## config.mk

```make
export PLATFORM = sky130hd
export DESIGN_NAME = long_press_button_controller
export DESIGN_NICKNAME = d
export VERILOG_FILES = /design/src/design/lpbc_pkg.sv /design/src/design/long_press_button_controller.sv /design/src/design/lpbc_csr.sv /design/src/design/lpbc_reset_btn.sv /design/src/design/lpbc_setup_btn.sv
export SDC_FILE = /design/constraint.sdc
export NUM_CORES = 1
export LEC_CHECK = 0
export BUFFER_PORTS_ARGS = -buffer_cell sky130_fd_sc_hd__buf_4
export CORE_MARGIN = 8
export CORE_UTILIZATION = 50
export DETAILED_ROUTE_END_ITERATION = 7
export PLACE_DENSITY = 0.75
export SYNTH_ARGS = -nofsm -noshare
export SYNTH_HDL_FRONTEND = slang
export SYNTH_SLANG_ARGS = --single-unit
```

## constraint.sdc

```tcl
create_clock -name clock -period 12.95 [get_ports clock]
set_input_delay 1.295 -clock clock [delete_from_list [all_inputs] [get_ports clock]]
set_output_delay 1.295 -clock clock [all_outputs]
set_load 0.01 [all_outputs]
```

## src/design/lpbc_pkg.sv

```systemverilog
// ----------------------------------------------------------------------------
// Long-press button controller package
// Widths, register indexes, result codes and shared structures.
// ----------------------------------------------------------------------------
package lpbc_pkg;

   localparam int GPIO_W       = 24;
   localparam int TICKS_W      = 6;
   localparam int RST_CNT_W    = 8;
   localparam int SET_CNT_W    = 5;
   localparam int CSR_IDX_W    = 3;
   localparam int RSP_DATA_W   = 8;

   // Setup button timing, in ticks.
   localparam logic [SET_CNT_W-1:0] SETUP_WAIT  = SET_CNT_W'(3);
   localparam logic [SET_CNT_W-1:0] SETUP_PHASE = SET_CNT_W'(5);

   // Configuration register indexes.
   typedef enum logic [CSR_IDX_W-1:0] {
      CSR_RESET_MASK   = 3'd0,
      CSR_RESET_LEVEL  = 3'd1,
      CSR_SETUP_MASK   = 3'd2,
      CSR_SETUP_LEVEL  = 3'd3,
      CSR_RESET_WAIT   = 3'd4,
      CSR_RESET_PHASE  = 3'd5,
      CSR_POWER_OFF_EN = 3'd6,
      CSR_LED_ON_LEVEL = 3'd7
   } csr_index_type;

   // Tick rate requests.
   typedef enum logic [1:0] {
      RATE_NONE   = 2'd0,
      RATE_FAST   = 2'd1,
      RATE_NORMAL = 2'd2,
      RATE_STOP   = 2'd3
   } rate_type;

   // Reset button actions.
   typedef enum logic [1:0] {
      ACTION_NONE      = 2'd0,
      ACTION_POWER_OFF = 2'd1,
      ACTION_FACTORY   = 2'd2
   } action_type;

   // Configuration as held by the register file.
   typedef struct packed {
      logic [GPIO_W-1:0]  rst_btn_mask;
      logic [GPIO_W-1:0]  reset_level;
      logic [GPIO_W-1:0]  set_btn_mask;
      logic [GPIO_W-1:0]  setup_level;
      logic [TICKS_W-1:0] rst_wait_ticks;
      logic [TICKS_W-1:0] reset_phase;
      logic               power_off_en;
      logic               led_on_level;
   } cfg_type;

   // What one button decides for the current tick.
   typedef struct packed {
      logic       led_write;
      logic       led_lit;
      rate_type   rate;
      action_type action;
      logic       setup_go;
   } btn_type;

endpackage

```

## src/design/long_press_button_controller.sv

```systemverilog
// ----------------------------------------------------------------------------
// Long-press button controller
// Watches a reset and a setup button in sampled GPIO words and drives the
// ready LED, tick rate requests and release actions.
// ----------------------------------------------------------------------------
// One GPIO word enters per clock cycle while no stage is stalled; it passes
// through the input register and then the result register. Both stages move
// whenever the result register is empty or being taken, so a steady flow
// sustains one word per cycle; rsp_tready stalls both stages. The
// hold counters advance as each word passes from the input register to the
// result register, so results come out in order, one for every word.
// Configuration is written through csr_we, csr_index and csr_wdata; the user
// must write it only while no word is in flight, which the block does not enforce.
module long_press_button_controller (
   input  logic                           clock,
   input  logic                           reset,
   // Input words.
   input  logic                           req_tvalid,
   output logic                           req_tready,
   input  logic [lpbc_pkg::GPIO_W-1:0]    req_tdata,   // [23:0] gpio_sample
   // Result words.
   output logic                           rsp_tvalid,
   input  logic                           rsp_tready,
   // [0] led_write, [1] led_pin_level, [3:2] tick_rate_request,
   // [5:4] reset_action, [6] setup_action, [7] zero
   output logic [lpbc_pkg::RSP_DATA_W-1:0] rsp_tdata,
   // Configuration writes.
   input  logic                           csr_we,
   input  logic [lpbc_pkg::CSR_IDX_W-1:0] csr_index,
   input  logic [lpbc_pkg::GPIO_W-1:0]    csr_wdata
);
   import lpbc_pkg::*;

   cfg_type                cfg;
   btn_type                reset_res;
   btn_type                setup_res;
   logic                   in_valid_ff;
   logic [GPIO_W-1:0]      in_data_ff;
   logic                   out_valid_ff;
   logic [RSP_DATA_W-1:0]  out_data_ff;
   logic [RSP_DATA_W-1:0]  out_data_in;
   logic                   advance;
   logic                   step;
   logic                   led_write;
   logic                   led_lit;
   logic                   led_level;

   lpbc_csr u_csr (
      .clock     (clock),
      .reset     (reset),
      .csr_we    (csr_we),
      .csr_index (csr_index),
      .csr_wdata (csr_wdata),
      .cfg       (cfg)
   );

   lpbc_reset_btn u_reset_btn (
      .clock       (clock),
      .reset       (reset),
      .step        (step),
      .gpio_sample (in_data_ff),
      .cfg         (cfg),
      .result      (reset_res)
   );

   lpbc_setup_btn u_setup_btn (
      .clock       (clock),
      .reset       (reset),
      .step        (step),
      .gpio_sample (in_data_ff),
      .cfg         (cfg),
      .result      (setup_res)
   );

   // Both stages move together when the result register can take a word.
   assign advance    = ~out_valid_ff | rsp_tready;
   assign step       = advance & in_valid_ff;
   assign req_tready = ~in_valid_ff | advance;

   // The setup button is handled last, so its LED level wins.
   assign led_write = reset_res.led_write | setup_res.led_write;
   assign led_lit   = setup_res.led_write ? setup_res.led_lit : reset_res.led_lit;
   assign led_level = led_write & (led_lit ? cfg.led_on_level : ~cfg.led_on_level);

   // Pack the result word.
   assign out_data_in = {1'b0, setup_res.setup_go, reset_res.action,
                         reset_res.rate, led_level, led_write};

   // Input register.
   always_ff @(posedge clock) begin
      if (reset) begin
         in_valid_ff <= 1'b0;
      end else if (req_tready) begin
         in_valid_ff <= req_tvalid;
      end
   end

   always_ff @(posedge clock) begin
      if (req_tready && req_tvalid) begin
         in_data_ff <= req_tdata;
      end
   end

   // Result register.
   always_ff @(posedge clock) begin
      if (reset) begin
         out_valid_ff <= 1'b0;
      end else if (advance) begin
         out_valid_ff <= in_valid_ff;
      end
   end

   always_ff @(posedge clock) begin
      if (step) begin
         out_data_ff <= out_data_in;
      end
   end

   assign rsp_tvalid = out_valid_ff;
   assign rsp_tdata  = out_data_ff;

endmodule

```

## src/design/lpbc_csr.sv

```systemverilog
// ----------------------------------------------------------------------------
// Long-press button controller register file
// Holds the configuration registers written through the plain write port.
// ----------------------------------------------------------------------------
module lpbc_csr (
   input  logic                           clock,
   input  logic                           reset,
   input  logic                           csr_we,
   input  logic [lpbc_pkg::CSR_IDX_W-1:0] csr_index,
   input  logic [lpbc_pkg::GPIO_W-1:0]    csr_wdata,
   output lpbc_pkg::cfg_type              cfg
);
   import lpbc_pkg::*;

   cfg_type cfg_ff;
   cfg_type cfg_in;

   // Decode the write into the addressed register.
   always_comb begin
      cfg_in = cfg_ff;
      if (csr_we) begin
         unique case (csr_index)
            CSR_RESET_MASK:   cfg_in.rst_btn_mask   = csr_wdata;
            CSR_RESET_LEVEL:  cfg_in.reset_level    = csr_wdata;
            CSR_SETUP_MASK:   cfg_in.set_btn_mask   = csr_wdata;
            CSR_SETUP_LEVEL:  cfg_in.setup_level    = csr_wdata;
            CSR_RESET_WAIT:   cfg_in.rst_wait_ticks = csr_wdata[TICKS_W-1:0];
            CSR_RESET_PHASE:  cfg_in.reset_phase    = csr_wdata[TICKS_W-1:0];
            CSR_POWER_OFF_EN: cfg_in.power_off_en   = csr_wdata[0];
            CSR_LED_ON_LEVEL: cfg_in.led_on_level   = csr_wdata[0];
            default: begin
            end
         endcase
      end
   end

   // The registers, with their documented reset values.
   always_ff @(posedge clock) begin
      if (reset) begin
         cfg_ff.rst_btn_mask   <= '0;
         cfg_ff.reset_level    <= '0;
         cfg_ff.set_btn_mask   <= '0;
         cfg_ff.setup_level    <= '0;
         cfg_ff.rst_wait_ticks <= TICKS_W'(30);
         cfg_ff.reset_phase    <= TICKS_W'(50);
         cfg_ff.power_off_en   <= 1'b0;
         cfg_ff.led_on_level   <= 1'b0;
      end else begin
         cfg_ff <= cfg_in;
      end
   end

   assign cfg = cfg_ff;

endmodule

```

## src/design/lpbc_reset_btn.sv

```systemverilog
// ----------------------------------------------------------------------------
// Long-press button controller, reset button
// Hold counter and phase decisions for the reset button.
// ----------------------------------------------------------------------------
module lpbc_reset_btn (
   input  logic                        clock,
   input  logic                        reset,
   input  logic                        step,
   input  logic [lpbc_pkg::GPIO_W-1:0] gpio_sample,
   input  lpbc_pkg::cfg_type           cfg,
   output lpbc_pkg::btn_type           result
);
   import lpbc_pkg::*;

   localparam logic [RST_CNT_W-1:0] CNT_MAX = {RST_CNT_W{1'b1}};

   logic [RST_CNT_W-1:0] count_ff;
   logic [RST_CNT_W-1:0] count_in;
   logic [RST_CNT_W-1:0] count_inc;
   logic [RST_CNT_W-1:0] wait_ext;
   logic [RST_CNT_W-1:0] phase_ext;
   logic [RST_CNT_W-1:0] two_phase;
   logic [RST_CNT_W-1:0] k_press;
   logic [RST_CNT_W-1:0] k_rel;
   logic                 pressed;

   assign pressed   = (gpio_sample & cfg.rst_btn_mask) == cfg.reset_level;
   assign count_inc = (count_ff < CNT_MAX) ? count_ff + 1'b1 : count_ff;
   assign wait_ext  = RST_CNT_W'(cfg.rst_wait_ticks);
   assign phase_ext = RST_CNT_W'(cfg.reset_phase);
   assign two_phase = RST_CNT_W'({cfg.reset_phase, 1'b0});
   assign k_press   = count_inc - wait_ext;
   assign k_rel     = count_ff - wait_ext;

   // Phase decisions for one tick.
   always_comb begin
      result   = '0;
      count_in = count_ff;
      if (cfg.rst_btn_mask != '0) begin
         if (pressed) begin
            count_in = count_inc;
            if (count_inc < wait_ext) begin
               if (count_inc == RST_CNT_W'(1)) begin
                  result.rate = RATE_FAST;
               end
            end else if ((k_press < phase_ext) && cfg.power_off_en) begin
               // Steady off while power-off is armed.
               result.led_write = 1'b1;
               result.led_lit   = 1'b0;
            end else if (k_press < two_phase) begin
               result.led_write = 1'b1;
               result.led_lit   = ~count_inc[0];
            end else begin
               // Past the last phase the count starts over.
               count_in         = '0;
               result.led_write = 1'b1;
               result.led_lit   = 1'b1;
            end
         end else begin
            count_in = '0;
            if (count_ff < wait_ext) begin
               if (count_ff != '0) begin
                  result.rate      = RATE_NORMAL;
                  result.led_write = 1'b1;
                  result.led_lit   = 1'b1;
               end
            end else if ((k_rel < phase_ext) && cfg.power_off_en) begin
               result.rate   = RATE_STOP;
               result.action = ACTION_POWER_OFF;
            end else if (k_rel < two_phase) begin
               result.rate   = RATE_STOP;
               result.action = ACTION_FACTORY;
            end
         end
      end
   end

   // The counter moves only when a tick is passed on.
   always_ff @(posedge clock) begin
      if (reset) begin
         count_ff <= '0;
      end else if (step) begin
         count_ff <= count_in;
      end
   end

endmodule

```

## src/design/lpbc_setup_btn.sv

```systemverilog
// ----------------------------------------------------------------------------
// Long-press button controller, setup button
// Hold counter and the single blinking phase of the setup button.
// ----------------------------------------------------------------------------
module lpbc_setup_btn (
   input  logic                        clock,
   input  logic                        reset,
   input  logic                        step,
   input  logic [lpbc_pkg::GPIO_W-1:0] gpio_sample,
   input  lpbc_pkg::cfg_type           cfg,
   output lpbc_pkg::btn_type           result
);
   import lpbc_pkg::*;

   localparam logic [SET_CNT_W-1:0] CNT_MAX = {SET_CNT_W{1'b1}};

   logic [SET_CNT_W-1:0] count_ff;
   logic [SET_CNT_W-1:0] count_in;
   logic [SET_CNT_W-1:0] count_inc;
   logic [SET_CNT_W-1:0] k_press;
   logic [SET_CNT_W-1:0] k_rel;
   logic                 pressed;

   assign pressed   = (gpio_sample & cfg.set_btn_mask) == cfg.setup_level;
   assign count_inc = (count_ff < CNT_MAX) ? count_ff + 1'b1 : count_ff;
   assign k_press   = count_inc - SETUP_WAIT;
   assign k_rel     = count_ff - SETUP_WAIT;

   // Phase decisions for one tick.
   always_comb begin
      result   = '0;
      count_in = count_ff;
      if (cfg.set_btn_mask != '0) begin
         if (pressed) begin
            count_in = count_inc;
            if (count_inc >= SETUP_WAIT) begin
               result.led_write = 1'b1;
               if (k_press < SETUP_PHASE) begin
                  result.led_lit = ~count_inc[0];
               end else begin
                  count_in       = '0;
                  result.led_lit = 1'b1;
               end
            end
         end else begin
            count_in = '0;
            if (count_ff < SETUP_WAIT) begin
               if (count_ff != '0) begin
                  result.led_write = 1'b1;
                  result.led_lit   = 1'b1;
               end
            end else if (k_rel < SETUP_PHASE) begin
               result.led_write = 1'b1;
               result.led_lit   = 1'b1;
               result.setup_go  = 1'b1;
            end
         end
      end
   end

   // The counter moves only when a tick is passed on.
   always_ff @(posedge clock) begin
      if (reset) begin
         count_ff <= '0;
      end else if (step) begin
         count_ff <= count_in;
      end
   end

endmodule

```

==> Yosys cells after proc, flatten, opt, wreduce, memory -nomap -nowiden <==
Cells that the tools add are included.
W data, S select, Z words.
{ "word_totals": {"register_bits": 156, "latch_bits": 0, "mem_bits_rw": 0, "mem_bits_ro": 0, "inputBits": 56, "out_inout_bits": 10, "wordCells": 114, "memories": 0} }
{ "op_classes": {"addsub": 6, "mul": 0, "n_div": 0, "order_cmp": 12, "eq_ne": 10, "shift": 0, "n_mux": 33, "n_bitwise": 14, "n_reduce_logical": 21} }
{ "ops": {"columns": ["operator", "count"], "rows": [
  ["$and A24 B24 Y24", 2],
  ["$eq A24 B24 Y1", 2],
  ["$reduce_bool A24 Y1", 2],
  ["$mux W8", 5],
  ["$lt A8 B6 Y1", 4],
  ["$mux W2", 12],
  ["$mux W5", 4],
  ["$reduce_and A2 Y1", 10],
  ["$lt A8 B7 Y1", 2],
  ["$mux W4", 4],
  ["$sub A8 B6 Y8", 2],
  ["$eq A3 B3 Y1 const B", 4],
  ["$lt A5 B3 Y1 const B", 2],
  ["$sub A5 B2 Y5 const B", 2],
  ["$add A8 B1 Y8 const B", 1],
  ["$eq A8 B1 Y1 const B", 1],
  ["$lt A8 B8 Y1 const B", 1],
  ["$reduce_bool A8 Y1", 1],
  ["$mux W1", 7],
  ["$not A1 Y1", 7],
  ["$eq A3 B2 Y1 const B", 2],
  ["$mux W6", 1],
  ["$reduce_or A3 Y1", 2],
  ["$add A5 B1 Y5 const B", 1],
  ["10 further kinds", 15]
]} }

==> Longest topological paths before layout <==
{ "depth": {"depth_word": 12, "depth_mapped": 22, "mapped_depth_nobuf": 21} }

==> Hierarchy <==
From an unflattened synthesis, not the netlist that was laid out.
{ "hier_totals": {"hier_cells": 916, "hier_area_um2": 8872.3} }
{ "by_module_without_submodules": {"columns": ["mod", "n_inst", "cells_each", "area_each_um2", "seq_area_each_um2"], "rows": [
  ["lpbc_csr", 1, 403, 4426.7, 2202.1],
  ["lpbc_reset_btn", 1, 309, 2275.9, 160.2],
  ["lpbc_setup_btn", 1, 156, 1104.8, 100.1],
  ["long_press_button_controller", 1, 48, 1064.8, 970.9]
]} }

==> Worst setup path after synthesis <==
Ideal clock, no wire load.
{ "synth_timing": {"path_kind": "register to register", "from": "register u_reset_btn.count_ff[1]", "to": "register out_data_ff[1] (netlist: rsp_tdata[1]) (data pin)", "setup_time_ns": 0.260, "arrival_time_ns": 3.906, "required_ns": 12.690, "slack_ns": 8.785, "path_stages_with_launch": 23, "period_less_slack_ns": 4.165, "cell_sequence": "dfxtp_1 > ha_1 > clkbuf_1 > and3_2 > nand2_2 > xnor2_2 > inv_1 > ha_1 > inv_1 > fa_1 > a21o_1 > and2_1 > nor2_1 > xnor2_1 > ha_1 > a21o_1 > nand2_1 > nand3b_1 > a211oi_2 > a21oi_1 > o31a_1 > o2111ai_1 > nand2_1"} }
{ "synth_between": {"elab_chain_cells": 12, "elab_cells_between_ends": 22} }
{ "synth_lines": {"columns": ["item", "line_no", "rtl"], "rows": [
  ["from (decl)", "lpbc_reset_btn.sv:17", "logic [RST_CNT_W-1:0] count_ff;"],
  ["from (signal assigned)", "lpbc_reset_btn.sv:83", "count_ff <= count_in;"],
  ["$add A8 B1 Y8 or $lt A8 B8 Y1 (tied branches)", "lpbc_reset_btn.sv:28", "assign count_inc = (count_ff < CNT_MAX) ? count_ff + 1'b1 : count_ff;"],
  ["$mux W8", "lpbc_reset_btn.sv:28", null],
  ["$sub A8 B6 Y8", "lpbc_reset_btn.sv:32", "assign k_press = count_inc - wait_ext;"],
  ["$lt A8 B7 Y1 or $lt A8 B6 Y1 (tied branches)", "lpbc_reset_btn.sv:50, lpbc_reset_btn.sv:46", null],
  ["$mux W1 or $logic_and A1 B1 Y1 (tied branches)", "lpbc_reset_btn.sv:50, lpbc_reset_btn.sv:46", null],
  ["$mux W2", "lpbc_reset_btn.sv:46", "end else if ((k_press < phase_ext) && cfg.power_off_en) begin"],
  ["$mux W2", "lpbc_reset_btn.sv:42", "if (count_inc < wait_ext) begin"],
  ["$mux W4 (*)", "lpbc_reset_btn.sv:40", "if (pressed) begin"],
  ["$mux W6 (*)", "lpbc_reset_btn.sv:39", "if (cfg.rst_btn_mask != '0) begin"],
  ["$mux W1", "long_press_button_controller.sv:82", "assign led_lit = setup_res.led_write ? setup_res.led_lit : reset_res.led_lit;"],
  ["$mux W1", "long_press_button_controller.sv:83", "assign led_level = led_write & (led_lit ? cfg.led_on_level : ~cfg.led_on_level);"],
  ["$and A1 B1 Y1 (*)", "long_press_button_controller.sv:83", null],
  ["net led_level", "long_press_button_controller.sv:46", "logic led_level;"],
  ["to (signal assigned)", "long_press_button_controller.sv:115", "out_data_ff <= out_data_in;"],
  ["to (decl)", "long_press_button_controller.sv:40", "logic [RSP_DATA_W-1:0] out_data_ff;"]
]} }
Mark *: on every way through the listed nets, which the timed path passes. The rest lies on a longest branch.
A chain may end at the register's enable or synchronous reset.

==> Worst setup path in the final report <==
Same ends and word-level chain as after synthesis.

==> results.ini <==
[setup_path]
critPathSlowestCell = dfxtp_1
crit_path_frequent_cell = ha_1
cp-end-kind = register
rrSetupSlack_ns = 8.39
crit_arrival_ns = 4.73
required_ns = 13.13
r2r_start = u_reset_btn.count_ff[1]$_SDFFE_PP0P_
startpoint = u_reset_btn.count_ff[1]$_SDFFE_PP0P_
ff2ff_path_depth = 21
crit_chain = ha_1 -> and3_2 -> nand2_2 -> xnor2_2 -> inv_1 -> ha_1 -> inv_1 -> fa_1 -> a21o_1 -> and2_1 -> nor2_1 -> xnor2_1 -> ha_1 -> a21o_1 -> nand2_1 -> nand3b_1 -> a211oi_2 -> a21oi_1 -> o31a_1 -> o2111ai_1 -> nand2_1
critPathMaxStageDelay_ns = 0.47
path_class = register to register
timing.rr.end = rsp_tdata[1]$_DFFE_PP_
path_max_fanout = 9
start_kind = register

[yosys]
ys_seq_area_frac = 0.416
async_flop_share = 0
ys_warn_count = 0
synth_cells = 996
synth_seq_cells = 156
synth_area_per_cell_sq_um = 8.29
synth_edf_count = 31
yosys_most_used_dff = dfxtp_1
yosysUniqueCellTypes = 71
synth_area_sq_um = 8250
synth_fp_nets = 1091

[global_routing]
gr-total-overflow = 0
track_usage = 0.216
grt_max_degree = 64
antenna_found_initial = 0
grt_pass1_vias = 6738
grt_pass1_wl_um = 35000

[die]
ios = 66
fp.coreArea_sq_um = 16300
die-area_sq_um = 20900
start_util = 0.505
rows = 47
die_w_um = 144
chipHeight_um = 144

[sta]
skew_ns = 0.00812
rsz0062_at_grt = false
drv_slew = 0
min_period_ns = 4.56
finalSetupTns_ns = 0
hold_viol = 0
setup_viol = 0
slew_headroom = 0.205
period_share = 0.352
fmax_mhz = 220
hold_ws_ns = 0.461
worstMarginPinSlew_ns = 1.19

[min_path]
min_path_type = register to register
hold_depth = 2
min-delay-start = u_csr.cfg[23]$_SDFFE_PP0P_
min_to = u_csr.cfg[23]$_SDFFE_PP0P_

[placed_design]
dp.cells = 1234
place_congestion = 0.890
place.port_buffers = 64
dp_hpwl_um = 15300

[clocking]
clockBufferDepth = 2
clk_latency_ns = 0.43
cts_setup_buffers = 0
postCtsHoldBufs = 0
cts-root-buf = clkbuf_16
path_clk_slew_ns = 0.06
htree_levels = 4
clkSinkCount = 156
numCtsBuffers = 17
cts_resized = 0
cts_tree = built

[power_and_ir_drop]
leakage_nw = 3.81
p_per_area_nw_per_um2 = 123
ir_drop_mv = 0.0947

[finish]
drive_gt1_frac = 0.121
multi_input_area_sq_um = 4490
final_common_cell = nand2_1
layout_common_cells = 236 x nand2_1, 136 x a21oi_1, 125 x dfxtp_1
regArea_sq_um = 3430
antenna_cells = 0
nNetsFinal = 1128
areaGrowthSynthToFinish_pct = 14.7
fill_cells = 1515
final_cells = 1266

[route]
final_antenna_net_count = 0
remaining_drc_errors = 0
vias = 7110
vias_per_cell = 5.62
drtPass1Iterations = 5
drt_iter0_markers = 571
wl_per_cell_um = 17.3
wl_um = 21900

[status]
outcome = complete, no violations

[job]
drv_cap = 0

[area by class of cell]
| type | instances | share of cell area |
|---|---|---|
| clock buffer | 18 | 0.0453 |
| inverter | 33 | 0.0131 |
| timing repair buffer | 69 | 0.0547 |
| multi-input combinational | 756 | 0.475 |
| tap | 220 | 0.0291 |
| sequential | 156 | 0.363 |
| clock inverter | 14 | 0.0202 |
[power breakdown]
part / internal, mW / switching (mW) / total [mW]
registers: 0.510 / 0.0115 / 0.522
logic: 0.0452 / 0.0666 / 0.112
clock network: 0.323 / 0.205 / 0.529
[registers in the layout, summed over array words and instances, names as in the netlist]
register / count
in_data_ff: 24
in_valid_ff: 1
rsp_tdata: 7
rsp_tvalid: 1
u_csr.cfg: 110
u_reset_btn.count_ff: 8
u_setup_btn.count_ff: 5
[through the flow]
step	power (mW)	util	worst slack [ns]	cell area [sq um]
global route	1.20	0.579	8.03	9470
detailed placement	0.643	0.541	8.43	8840
CTS	1.16	0.579	8.41	9470
finish	1.16	0.579	8.39	9470
floorplan	0.598	-	8.78	8250
global placement	0.641	0.541	8.50	8840
[worst max-delay path, delay by kind of cell, from the launching register on]
| family | cells | cell delay [ns] |
|---|---|---|
| AOI/OAI and AO/OA | 6 | 1.21 |
| xor gates and xnor gates | 2 | 0.38 |
| adders and majority gates | 4 | 1.21 |
| buffers and inverters | 2 | 0.13 |
| DFF | 1 | 0.47 |
| and+or+nand+nor | 7 | 0.89 |
[kinds of logic after synthesis]
kind of cell               Yosys count  share of synthesized area
AOI/OAI and AO/OA                  245                      0.186
and+or+nand+nor                    426                      0.246
xor gates and xnor gates            31                     0.0338
other                                1                   0.000454
DFF                                156                      0.416
buffers and inverters               84                     0.0400
muxes                               14                     0.0173
adders and majority gates           39                     0.0609
[synth_stat cells, drive strengths merged (3+ instances only)]
cell type	n	area, sq um
inv	33	124
a211oi	11	97.6
nor3	11	65.1
buf	11	56.3
or2	6	37.5
clkbuf	40	150
o21ai	21	113
dfxtp	125	2500
nand3b	3	22.5
o21a	6	45.0
mux2i	12	120
edfxtp	31	931
a21boi	13	97.6
nand2b	10	62.6
and3	20	126
nor2	44	165
nand2	237	892
o22a	8	70.1
nand3	18	95.1
xnor2	11	104
a22oi	4	30.0
a21o	17	128
a211o	7	61.3
a21oi	138	698
a31oi	3	18.8
o221ai	3	38.8
and2	12	75.1
nor2b	7	43.8
or3	4	30.0
xor2	20	175
and3b	10	87.6
nor4	20	155
nor3b	3	22.5
ha	37	463
nand4	17	113
[per-layer routing]
metal,vias to the layer above,routed length (um),GRT usage
met4,0,545,0.0898
li1,3554,-,-
met3,38,1190,0.0423
met2,193,10600,0.356
met1,3325,9560,0.270
met5,-,0,0
[worst max path at each step]
stage                             end  cells after the start
4_1_cts        rsp_tdata[1]$_DFFE_PP_                     21
6_report       rsp_tdata[1]$_DFFE_PP_                     21
5_1_grt        rsp_tdata[1]$_DFFE_PP_                     21
3_5_place_dp   rsp_tdata[1]$_DFFE_PP_                     21
3_3_place_gp   rsp_tdata[1]$_DFFE_PP_                     21
2_1_floorplan  rsp_tdata[1]$_DFFE_PP_                     22
Power figures use the tool's default switching activity.
